File: src/rtl/dhcpote_pkg.sv
package dhcpote_pkg;

    localparam int OPTIONS_BYTES = 256;
    localparam int AW = $clog2(OPTIONS_BYTES);
    // Pointers hold positions past the end plus one full entry span.
    localparam int PW = ((AW > 9) ? AW : 9) + 2;

    localparam logic [7:0] END_MARK = 8'hFF;

    typedef logic [PW-1:0] t_ptr;

    localparam t_ptr AREA_SIZE = t_ptr'(OPTIONS_BYTES);

    typedef enum logic [1:0] {
        REQ_INIT  = 2'd0,
        REQ_SET   = 2'd1,
        REQ_VALUE = 2'd2,
        REQ_READ  = 2'd3
    } t_req_type;

    typedef enum logic [1:0] {
        STS_OK         = 2'd0,
        STS_TAG_REJECT = 2'd1,
        STS_NO_ROOM    = 2'd2,
        STS_UNEXPECTED = 2'd3
    } t_status;

    typedef struct packed {
        t_req_type  req_type;
        logic [7:0] tag;
        logic [7:0] length;
        logic [7:0] data_byte;
        logic [7:0] read_index;
    } t_req;

    typedef struct packed {
        t_status    status;
        logic [7:0] read_byte;
    } t_rsp;

endpackage

File: src/rtl/dhcp_option_tag_editor.sv
// Channel   Direction  Handshake                     Payload
// request   in         i_req_valid / o_req_stall     i_req (dhcpote_pkg::t_req)
// response  out        o_rsp_valid / i_rsp_stall     o_rsp (dhcpote_pkg::t_rsp)
//
// Init and value requests are answered in the cycle after they are taken, a read
// request by way of ST_RD. A set request walks the area through one read port and
// one write port of the option memory: it reads each entry's tag and length,
// moves an entry behind a deleted one byte by byte, pads the tail after a delete,
// and finds the end of the walk to place the new tag and length.
// Reset is synchronous; per-byte valid bits make the area read as 255 at once.
// A response waiting under i_rsp_stall holds the next request off.
module dhcp_option_tag_editor (
    input  logic                i_clk,
    input  logic                i_rst_n,
    input  logic                i_req_valid,
    output logic                o_req_stall,
    input  dhcpote_pkg::t_req   i_req,
    output logic                o_rsp_valid,
    input  logic                i_rsp_stall,
    output dhcpote_pkg::t_rsp   o_rsp
);
    import dhcpote_pkg::*;

    typedef enum logic [3:0] {
        ST_IDLE,
        ST_RD,
        ST_TAG_RD,
        ST_TAG_DT,
        ST_LEN_DT,
        ST_COPY,
        ST_TAIL,
        ST_PLACE,
        ST_PLACE2
    } t_state;

    // option memory and per-byte valid bits
    logic [7:0]            mem [OPTIONS_BYTES];
    logic [OPTIONS_BYTES-1:0] r_vld;
    logic [7:0]            r_rdata;
    logic                  r_rvld;
    logic                  r_roob;

    logic                  mem_we;
    logic [AW-1:0]         mem_wa;
    logic [7:0]            mem_wd;
    logic                  mem_re;
    t_ptr                  rd_addr;
    logic                  clear_all;
    logic [7:0]            area_byte;

    t_state     r_state, n_state;
    t_state     r_ret, n_ret;
    t_ptr       r_d, n_d;
    t_ptr       r_k, n_k;
    t_ptr       r_pos, n_pos;
    t_ptr       r_cnt, n_cnt;
    t_ptr       r_wa, n_wa;
    logic       r_pend, n_pend;
    logic [7:0] r_etag, n_etag;
    logic [7:0] r_tag, n_tag;
    logic [7:0] r_len, n_len;
    t_ptr       r_fill, n_fill;
    logic [7:0] r_await, n_await;
    logic       r_ovld, n_ovld;
    t_rsp       r_rsp, n_rsp;

    logic       in_acc;
    t_ptr       span;

    assign o_req_stall = (r_state != ST_IDLE) || (r_ovld && i_rsp_stall);
    assign in_acc      = i_req_valid && !o_req_stall;
    assign o_rsp_valid = r_ovld;
    assign o_rsp       = r_rsp;

    assign area_byte = (r_roob || !r_rvld) ? END_MARK : r_rdata;
    assign span      = t_ptr'(area_byte) + t_ptr'(2);

    always_ff @(posedge i_clk) begin
        if (mem_we) begin
            mem[mem_wa] <= mem_wd;
        end
        if (mem_re) begin
            r_rdata <= mem[rd_addr[AW-1:0]];
            r_rvld  <= r_vld[rd_addr[AW-1:0]];
            r_roob  <= (rd_addr >= AREA_SIZE);
        end
    end

    always_ff @(posedge i_clk) begin
        if (!i_rst_n) begin
            r_vld <= '0;
        end else if (clear_all) begin
            r_vld <= '0;
        end else if (mem_we) begin
            r_vld[mem_wa] <= 1'b1;
        end
    end

    always_comb begin
        n_state   = r_state;
        n_ret     = r_ret;
        n_d       = r_d;
        n_k       = r_k;
        n_pos     = r_pos;
        n_cnt     = r_cnt;
        n_wa      = r_wa;
        n_pend    = r_pend;
        n_etag    = r_etag;
        n_tag     = r_tag;
        n_len     = r_len;
        n_fill    = r_fill;
        n_await   = r_await;
        n_ovld    = (r_ovld && i_rsp_stall);
        n_rsp     = r_rsp;
        mem_we    = 1'b0;
        mem_wa    = '0;
        mem_wd    = END_MARK;
        mem_re    = 1'b0;
        rd_addr   = '0;
        clear_all = 1'b0;

        case (r_state)
            ST_IDLE: begin
                if (in_acc) begin
                    case (i_req.req_type)
                        REQ_INIT: begin
                            clear_all = 1'b1;
                            n_fill    = '0;
                            n_await   = '0;
                            n_ovld    = 1'b1;
                            n_rsp     = '{STS_OK, 8'h00};
                        end
                        REQ_VALUE: begin
                            n_ovld = 1'b1;
                            if (r_await != '0 && r_fill < AREA_SIZE) begin
                                mem_we  = 1'b1;
                                mem_wa  = r_fill[AW-1:0];
                                mem_wd  = i_req.data_byte;
                                n_fill  = r_fill + t_ptr'(1);
                                n_await = r_await - 8'd1;
                                n_rsp   = '{STS_OK, 8'h00};
                            end else begin
                                n_await = '0;
                                n_rsp   = '{STS_UNEXPECTED, 8'h00};
                            end
                        end
                        REQ_SET: begin
                            n_await = '0;
                            if (i_req.tag == 8'h00 || i_req.tag == END_MARK) begin
                                n_ovld = 1'b1;
                                n_rsp  = '{STS_TAG_REJECT, 8'h00};
                            end else begin
                                n_tag   = i_req.tag;
                                n_len   = i_req.length;
                                n_d     = '0;
                                n_k     = '0;
                                n_state = ST_TAG_RD;
                            end
                        end
                        REQ_READ: begin
                            mem_re  = 1'b1;
                            rd_addr = t_ptr'(i_req.read_index);
                            n_state = ST_RD;
                        end
                        default: begin
                            n_state = ST_IDLE;
                        end
                    endcase
                end
            end
            ST_RD: begin
                n_ovld  = 1'b1;
                n_rsp   = '{STS_OK, area_byte};
                n_state = ST_IDLE;
            end
            ST_TAG_RD: begin
                if (r_d >= AREA_SIZE) begin
                    n_state = ST_TAIL;
                end else begin
                    mem_re  = 1'b1;
                    rd_addr = r_d + r_k;
                    n_state = ST_TAG_DT;
                end
            end
            ST_TAG_DT: begin
                if (area_byte == END_MARK) begin
                    n_state = ST_TAIL;
                end else begin
                    n_etag  = area_byte;
                    mem_re  = 1'b1;
                    rd_addr = r_d + r_k + t_ptr'(1);
                    n_state = ST_LEN_DT;
                end
            end
            ST_LEN_DT: begin
                if (r_etag == r_tag) begin
                    // drop the entry; one that reaches the end clears the rest
                    if (r_d + span >= AREA_SIZE) begin
                        n_k     = AREA_SIZE;
                        n_state = ST_TAIL;
                    end else begin
                        n_k     = r_k + span;
                        n_state = ST_TAG_RD;
                    end
                end else if (r_k == '0) begin
                    n_d     = r_d + span;
                    n_state = ST_TAG_RD;
                end else begin
                    n_cnt   = span;
                    n_pend  = 1'b0;
                    n_ret   = ST_TAG_RD;
                    n_state = ST_COPY;
                end
            end
            ST_COPY: begin
                // move bytes forward by r_k; a read beyond the area yields pad
                if (r_pend && r_wa < AREA_SIZE) begin
                    mem_we = 1'b1;
                    mem_wa = r_wa[AW-1:0];
                    mem_wd = area_byte;
                end
                if (r_cnt != '0) begin
                    mem_re  = 1'b1;
                    rd_addr = r_d + r_k;
                    n_wa    = r_d;
                    n_d     = r_d + t_ptr'(1);
                    n_cnt   = r_cnt - t_ptr'(1);
                    n_pend  = 1'b1;
                end else begin
                    n_pend  = 1'b0;
                    n_state = r_ret;
                end
            end
            ST_TAIL: begin
                n_pos = r_d;
                if (r_d >= AREA_SIZE || r_k == '0) begin
                    n_state = ST_PLACE;
                end else begin
                    n_cnt   = AREA_SIZE - r_d;
                    n_pend  = 1'b0;
                    n_ret   = ST_PLACE;
                    n_state = ST_COPY;
                end
            end
            ST_PLACE: begin
                if (r_len == 8'h00) begin
                    n_ovld  = 1'b1;
                    n_rsp   = '{STS_OK, 8'h00};
                    n_state = ST_IDLE;
                end else if (r_pos + t_ptr'(2) + t_ptr'(r_len) > AREA_SIZE) begin
                    n_ovld  = 1'b1;
                    n_rsp   = '{STS_NO_ROOM, 8'h00};
                    n_state = ST_IDLE;
                end else begin
                    mem_we  = 1'b1;
                    mem_wa  = r_pos[AW-1:0];
                    mem_wd  = r_tag;
                    n_state = ST_PLACE2;
                end
            end
            ST_PLACE2: begin
                mem_we  = 1'b1;
                mem_wa  = AW'(r_pos + t_ptr'(1));
                mem_wd  = r_len;
                n_fill  = r_pos + t_ptr'(2);
                n_await = r_len;
                n_ovld  = 1'b1;
                n_rsp   = '{STS_OK, 8'h00};
                n_state = ST_IDLE;
            end
            default: begin
                n_state = ST_IDLE;
            end
        endcase
    end

    always_ff @(posedge i_clk) begin
        if (!i_rst_n) begin
            r_state <= ST_IDLE;
            r_ret   <= ST_IDLE;
            r_pend  <= 1'b0;
            r_fill  <= '0;
            r_await <= '0;
            r_ovld  <= 1'b0;
        end else begin
            r_state <= n_state;
            r_ret   <= n_ret;
            r_pend  <= n_pend;
            r_fill  <= n_fill;
            r_await <= n_await;
            r_ovld  <= n_ovld;
        end
        r_d    <= n_d;
        r_k    <= n_k;
        r_pos  <= n_pos;
        r_cnt  <= n_cnt;
        r_wa   <= n_wa;
        r_etag <= n_etag;
        r_tag  <= n_tag;
        r_len  <= n_len;
        r_rsp  <= n_rsp;
    end

    a_no_rw_same_byte: assert property (@(posedge i_clk) disable iff (!i_rst_n)
        (mem_we && mem_re) |-> (t_ptr'(mem_wa) != rd_addr))
        else $error("write and read hit the same option byte");

    a_fill_in_area: assert property (@(posedge i_clk) disable iff (!i_rst_n)
        (r_fill + t_ptr'(r_await)) <= AREA_SIZE)
        else $error("awaited value bytes run past the area");

    a_busy_no_rsp: assert property (@(posedge i_clk) disable iff (!i_rst_n)
        (r_state != ST_IDLE) |-> !r_ovld)
        else $error("response pending while a request is in work");

    a_read_latency: assert property (@(posedge i_clk) disable iff (!i_rst_n)
        (in_acc && i_req.req_type == REQ_READ) |=> ##1 o_rsp_valid)
        else $error("read response missing two cycles after request");

endmodule
File: config.mk
export PLATFORM = sky130hd
export DESIGN_NAME = dhcp_option_tag_editor
export DESIGN_NICKNAME = d
export VERILOG_FILES = /design/src/rtl/dhcpote_pkg.sv /design/src/rtl/dhcp_option_tag_editor.sv
export SDC_FILE = /design/constraint.sdc
export NUM_CORES = 2
export LEC_CHECK = 0
export ABC_AREA = 1
export BUFFER_PORTS_ARGS = -buffer_cell sky130_fd_sc_hd__buf_2
export CAP_MARGIN = 40
export CORE_AREA = 2 2 609 611
export DETAILED_ROUTE_END_ITERATION = 8
export DIE_AREA = 0 0 611 613
export MAX_ROUTING_LAYER = met4
export SLEW_MARGIN = 20
export SYNTH_ARGS = -nofsm -noshare
export SYNTH_HDL_FRONTEND = slang
export SYNTH_SLANG_ARGS = --single-unit
File: constraint.sdc
create_clock -name i_clk -period 14 [get_ports i_clk]
set_input_delay 4.2 -clock i_clk [delete_from_list [all_inputs] [get_ports i_clk]]
set_output_delay 4.2 -clock i_clk [all_outputs]
set_load 0.03 [all_outputs]
# == After elaboration in Yosys (flattened, before gate mapping) ==
# Memory sizes are Yosys's and may differ from the RTL's. A register that Yosys moved wholly into a read port is not among the register bits.
# Index checks and enable logic that the tools add are counted.
# totals
ram_bits,2048
wordCells,219
out_inout_bits,12
inputBits,38
n_memories,1
ff_bits,376
# classes
n_addsub,13
reduce_logical,41
mux,100
eq_ne,32
bitwise,4
magnitude_cmp,9
# mem_list
memory,depth,width,rd,rd_ports_with_merged_regs,wr,line,source
mem,256,8,1,1,1,dhcp_option_tag_editor.sv:37,logic [7:0] mem [OPTIONS_BYTES];
# ops
cell,n
$or A256 B256 Y256,1
$mux W11,17
$mux W8,17
$pmux W11 S2,3
$pmux W11 S3,2
$pmux W8 S4,2
$mux W10,5
$pmux W11 S4,1
$pmux W10 S4,1
$mux W4,9
$add A11 B1 Y11 const B,3
$ge A11 B9 Y1 const B,3
$pmux W8 S2,2
$pmux W10 S3,1
$pmux W4 S7,1
$mux W1,25
$add A11 B9 Y11,2
$lt A11 B9 Y1 const B,2
$reduce_and A4 Y1,5
$lt A8 B9 Y1 const B,2
$ne A2 B2 Y1 const B,9
$eq A4 B3 Y1 const B,4
$eq A8 B8 Y1 const B,2
$logic_not A8 Y1,2
other kinds (46),78

# == Depth between registers and ports, before layout ==
# depth
depth_word,11
ltp_mapped,27
depth_no_buf,26

# == Least setup slack after synthesis ==
# Ideal clock, no wire load.
# synth_timing
kind,input -> register
startpoint,input i_rsp_stall
endpoint,memory mem[0][0] (data pin)
path_slack_ns,3.201
setup_time_ns,1.787
t_required_ns,12.213
path_buffers,1
arrival_time_ns,9.013
path_stages,9
path_cell_list,nand2_1 inv_1 nor2_1 nand2_2 nor3_2 inv_2 clkbuf_1 o21ai_0 nand4_1
# synth_between
elab_chain_len,6
# synth_rtl
item,line,source
"start, declared",dhcp_option_tag_editor.sv:19,"input logic i_rsp_stall,"
$logic_and A1 B1 Y1,dhcp_option_tag_editor.sv:70,assign o_req_stall = (r_state != ST_IDLE) || (r_ovld && i_rsp_stall);
$logic_or A1 B1 Y1,dhcp_option_tag_editor.sv:70,
$logic_not A1 Y1,dhcp_option_tag_editor.sv:71,assign in_acc = i_req_valid && !o_req_stall;
$logic_and A1 B1 Y1,dhcp_option_tag_editor.sv:71,
$mux W8,dhcp_option_tag_editor.sv:124,if (in_acc) begin
$pmux W8 S4,dhcp_option_tag_editor.sv:122,case (r_state)
named net mem_wd[0],dhcp_option_tag_editor.sv:45,logic [7:0] mem_wd;
"end, declared",dhcp_option_tag_editor.sv:37,
# The timed path passes the listed nets, and every way through them passes these cells.

# == Final worst setup path ==
# layout_timing
startpoint,input i_rsp_stall
endpoint,output o_req_stall
# layout_between
elab_chain_len,2
# layout_rtl
item,line,source
$logic_and A1 B1 Y1,dhcp_option_tag_editor.sv:70,
$logic_or A1 B1 Y1,dhcp_option_tag_editor.sv:70,
"end, declared",dhcp_option_tag_editor.sv:16,"output logic o_req_stall,"
# Every way passes these cells.

==> results.md <==
- Status: complete, no violations
- Total CTS buffers: 241
- Share of layout cells above drive strength 1: 7.062%
- # setup viols final: 0
- Finished Core Util: 33.54%
- Avg Synthesized Cell Area: 9.948 um2
- Post-synth EDFFs: 2147
- Reg2reg setup slack: 7130 ps
- Dpl cell area: 115300 um2
- Slew @ Worst Pin: approximately 1100 ps
- Global-route wire length before repair: about 470 mm
- Final Non-Filler Cells: 15920
- Crit Path Max Fanout: 2
- Post-Synth Simple-Gate Area: a little over a fifth
- Number of synthesized register bits: between 2000 and 2500
- Total Wirelength: 314.4 mm
- Unrepaired setup endpoints after global routing: no
- Clock Sinks: between 2000 and 2500
- Xor/xnor share of the synthesized area: 0.4529%
- Post-synth ARST share: 0%
- Most common cell after layout, fill and taps aside: nand3_1
- Post-synthesis cell count: 11050
- DRC: 0
- Compound-Gate Fraction of Synth Area: 3.436%
- Top_reg_cell synth: edfxtp_1
- # nets final: 10970
- Minimum clock period: 9069 ps
- Max Clk Rate: around 0.11 GHz
- Largest net degree at the start of global routing: 201
- Commonest cells after routing, fill and taps aside: nand3_1 (2225), nand2_1 (2191), edfxtp_1 (2147)
- Worst hold slack: 455.1 ps
- Die Area: 374500 um2
- Hold violation total from the final report: 0
- Syn_nets: 11150
- Grt ovf: 0
- Global-route usage over all layers: between 15 and 20%
- Max-cap viol count: 0
- First-pass DRT Iterations: 7
- Sequential fraction of the synthesis area: 63.79%
- Setup Buffers After CTS: 0
- Cell area after layout: 123300 um2
- Initial drt markers: about 8400
- Routed Antenna Nets: 0
- Pwr/cell area: 129.7 nW/um2
- Cts hold-fix bufs: 0
- Post-CTS sizing: 0
- Core Area: approximately 370000 um2
- Seq. cell area: approximately 70000 um2
- Worst-Skew Late Latency: approximately 900 ps
- Vias in the first global route: 71880
- Setup WS post-layout: ~4900 ps
- Synthesized cell area: 110000 um2
- Total Power: about 16 mW
- Buffers on Ports: 49
- Post-synthesis mux area share: 0%
- Rows: 223
- Die height: 613 um
- Die W: 611 um
- Fillers: 36740
- Area growth from synthesis to layout: 12.18%
- Synth warnings: 0
- Setup Skew: roughly 42 ps
- TritonCTS clock tree: yes
- Worst EP required: ~10000 ps
- Hold Crit Class: register to register
- Final setup TNS: 0 ps
- Area of the multi-input gates: 29360 um2
- Clock slew at reported path FFs: 60 ps
- Post-placement cell count: roughly 15000
- Initial antenna violation count: 8
- Boundary Pins: 50
- Clk buf depth: 4
- Final Max Slew Viols: 0
- Peak VDD IR: between 0.1 and 0.15 mV
- Worst slew margin: 29.25%
- Gpl congestion: 0.8699
- Via count: 77110
- Lkg Pwr: 49.08 nW
- Tcrit/Tclk final: roughly two thirds
- CP Launch Type: primary input
- Htree depth: 4
- Initial core utilization: 29.90%
- Pre-CTS worst setup slack: 4112 ps
- Root Driver: clkbuf_16
- Main combinational cell family by area after synthesis: simple AND/OR/NAND/NOR gates
- DP HPWL: 176.7 mm
- CP Capture Type: output pin
- WL/cell: 19.75 um
- Critical path class: primary input to output pin
- Vias/cell: about 4.8
- Crit path arrival time: between 4000 and 5000 ps
- Adder-cell share of the synthesized area: 0.6646%
- Post-synth cell types: 58
-- report_power, final --
part,switching (mW),leakage [nW],total [mW],internal (mW)
logic,1.00,23.8,1.30,0.292
registers,0.0230,21.5,8.15,8.12
clock network,2.80,3.85,6.55,3.75
-- synthesized netlist by cell type (37+ instances only) --
cell,count,area share [%]
o21ai_0,83,0.38
nor3_1,37,0.17
buf_1,89,0.30
ha_1,52,0.59
dfxtp_1,283,5.2
a21oi_1,392,1.8
buf_2,284,1.3
clkbuf_1,214,0.73
xor2_1,41,0.33
o211ai_1,112,0.76
nand3_1,2230,10
or2_2,119,0.68
inv_1,2045,7.0
nor2_1,171,0.58
edfxtp_1,2147,59
nand2_1,2191,7.5
nand3b_1,311,2.1
-- logic make-up after synthesis --
| group | count (synthesis) |
|---|---|
| adders and majority gates | 56 |
| buffers and inverters | 2699 |
| DFF | 2430 |
| AOI/OAI and AO/OA | 653 |
| xor gates and xnor gates | 56 |
| and+or+nand+nor | 5159 |
-- final timing paths --
kind,from,to,cells past startpoint
hold / removal,r_vld[143],r_vld[143],2
hold reg to reg,r_vld[143],r_vld[143],2
setup reg to reg,r_state[2],r_rdata[0],20
setup / recovery,i_rsp_stall,o_req_stall,6
-- metal layers --
| layer | vias up | GRT usage [%] | part of all wire [%] |
|---|---|---|---|
| met5 | - | - | 0 |
| met4 | 0 | 6.164 | 3.8 |
| met3 | 601 | 2.292 | 7.7 |
| met2 | 2972 | 26.35 | 46 |
| met1 | 37300 | 21.96 | 42 |
| li1 | 36240 | - | - |
-- worst max-delay path, cell delays in order --
cell,delay [ps]
buf_2,100
nand2_1,90
inv_1,60
nor2_1,180
inv_1,60
buf_2,180
-- state kept, by name, indices dropped and copies added (netlist names) --
register and flops:
r_etag 8, r_d 11, r_cnt 11, mem 2048, r_rvld 1, r_tag 8
o_rsp_valid 1, r_fill 11, r_pend 1, r_wa 11, r_roob 1, r_vld 256
r_state 4, r_len 8, o_rsp 10, r_k 11, r_ret 2, r_rdata 8
r_await 8, r_pos 11
-- final cells by class --
class	instances	area share, %
clock buffers	340	5.538
clock inverters	103	0.8349
repair buffers	199	1.700
flip-flops and latches	2430	56.86
well taps	4837	4.907
inverters	2078	6.341
multi-input cells	5924	23.80
diodes	6	0.01217
Power figures use the tool's default switching activity.
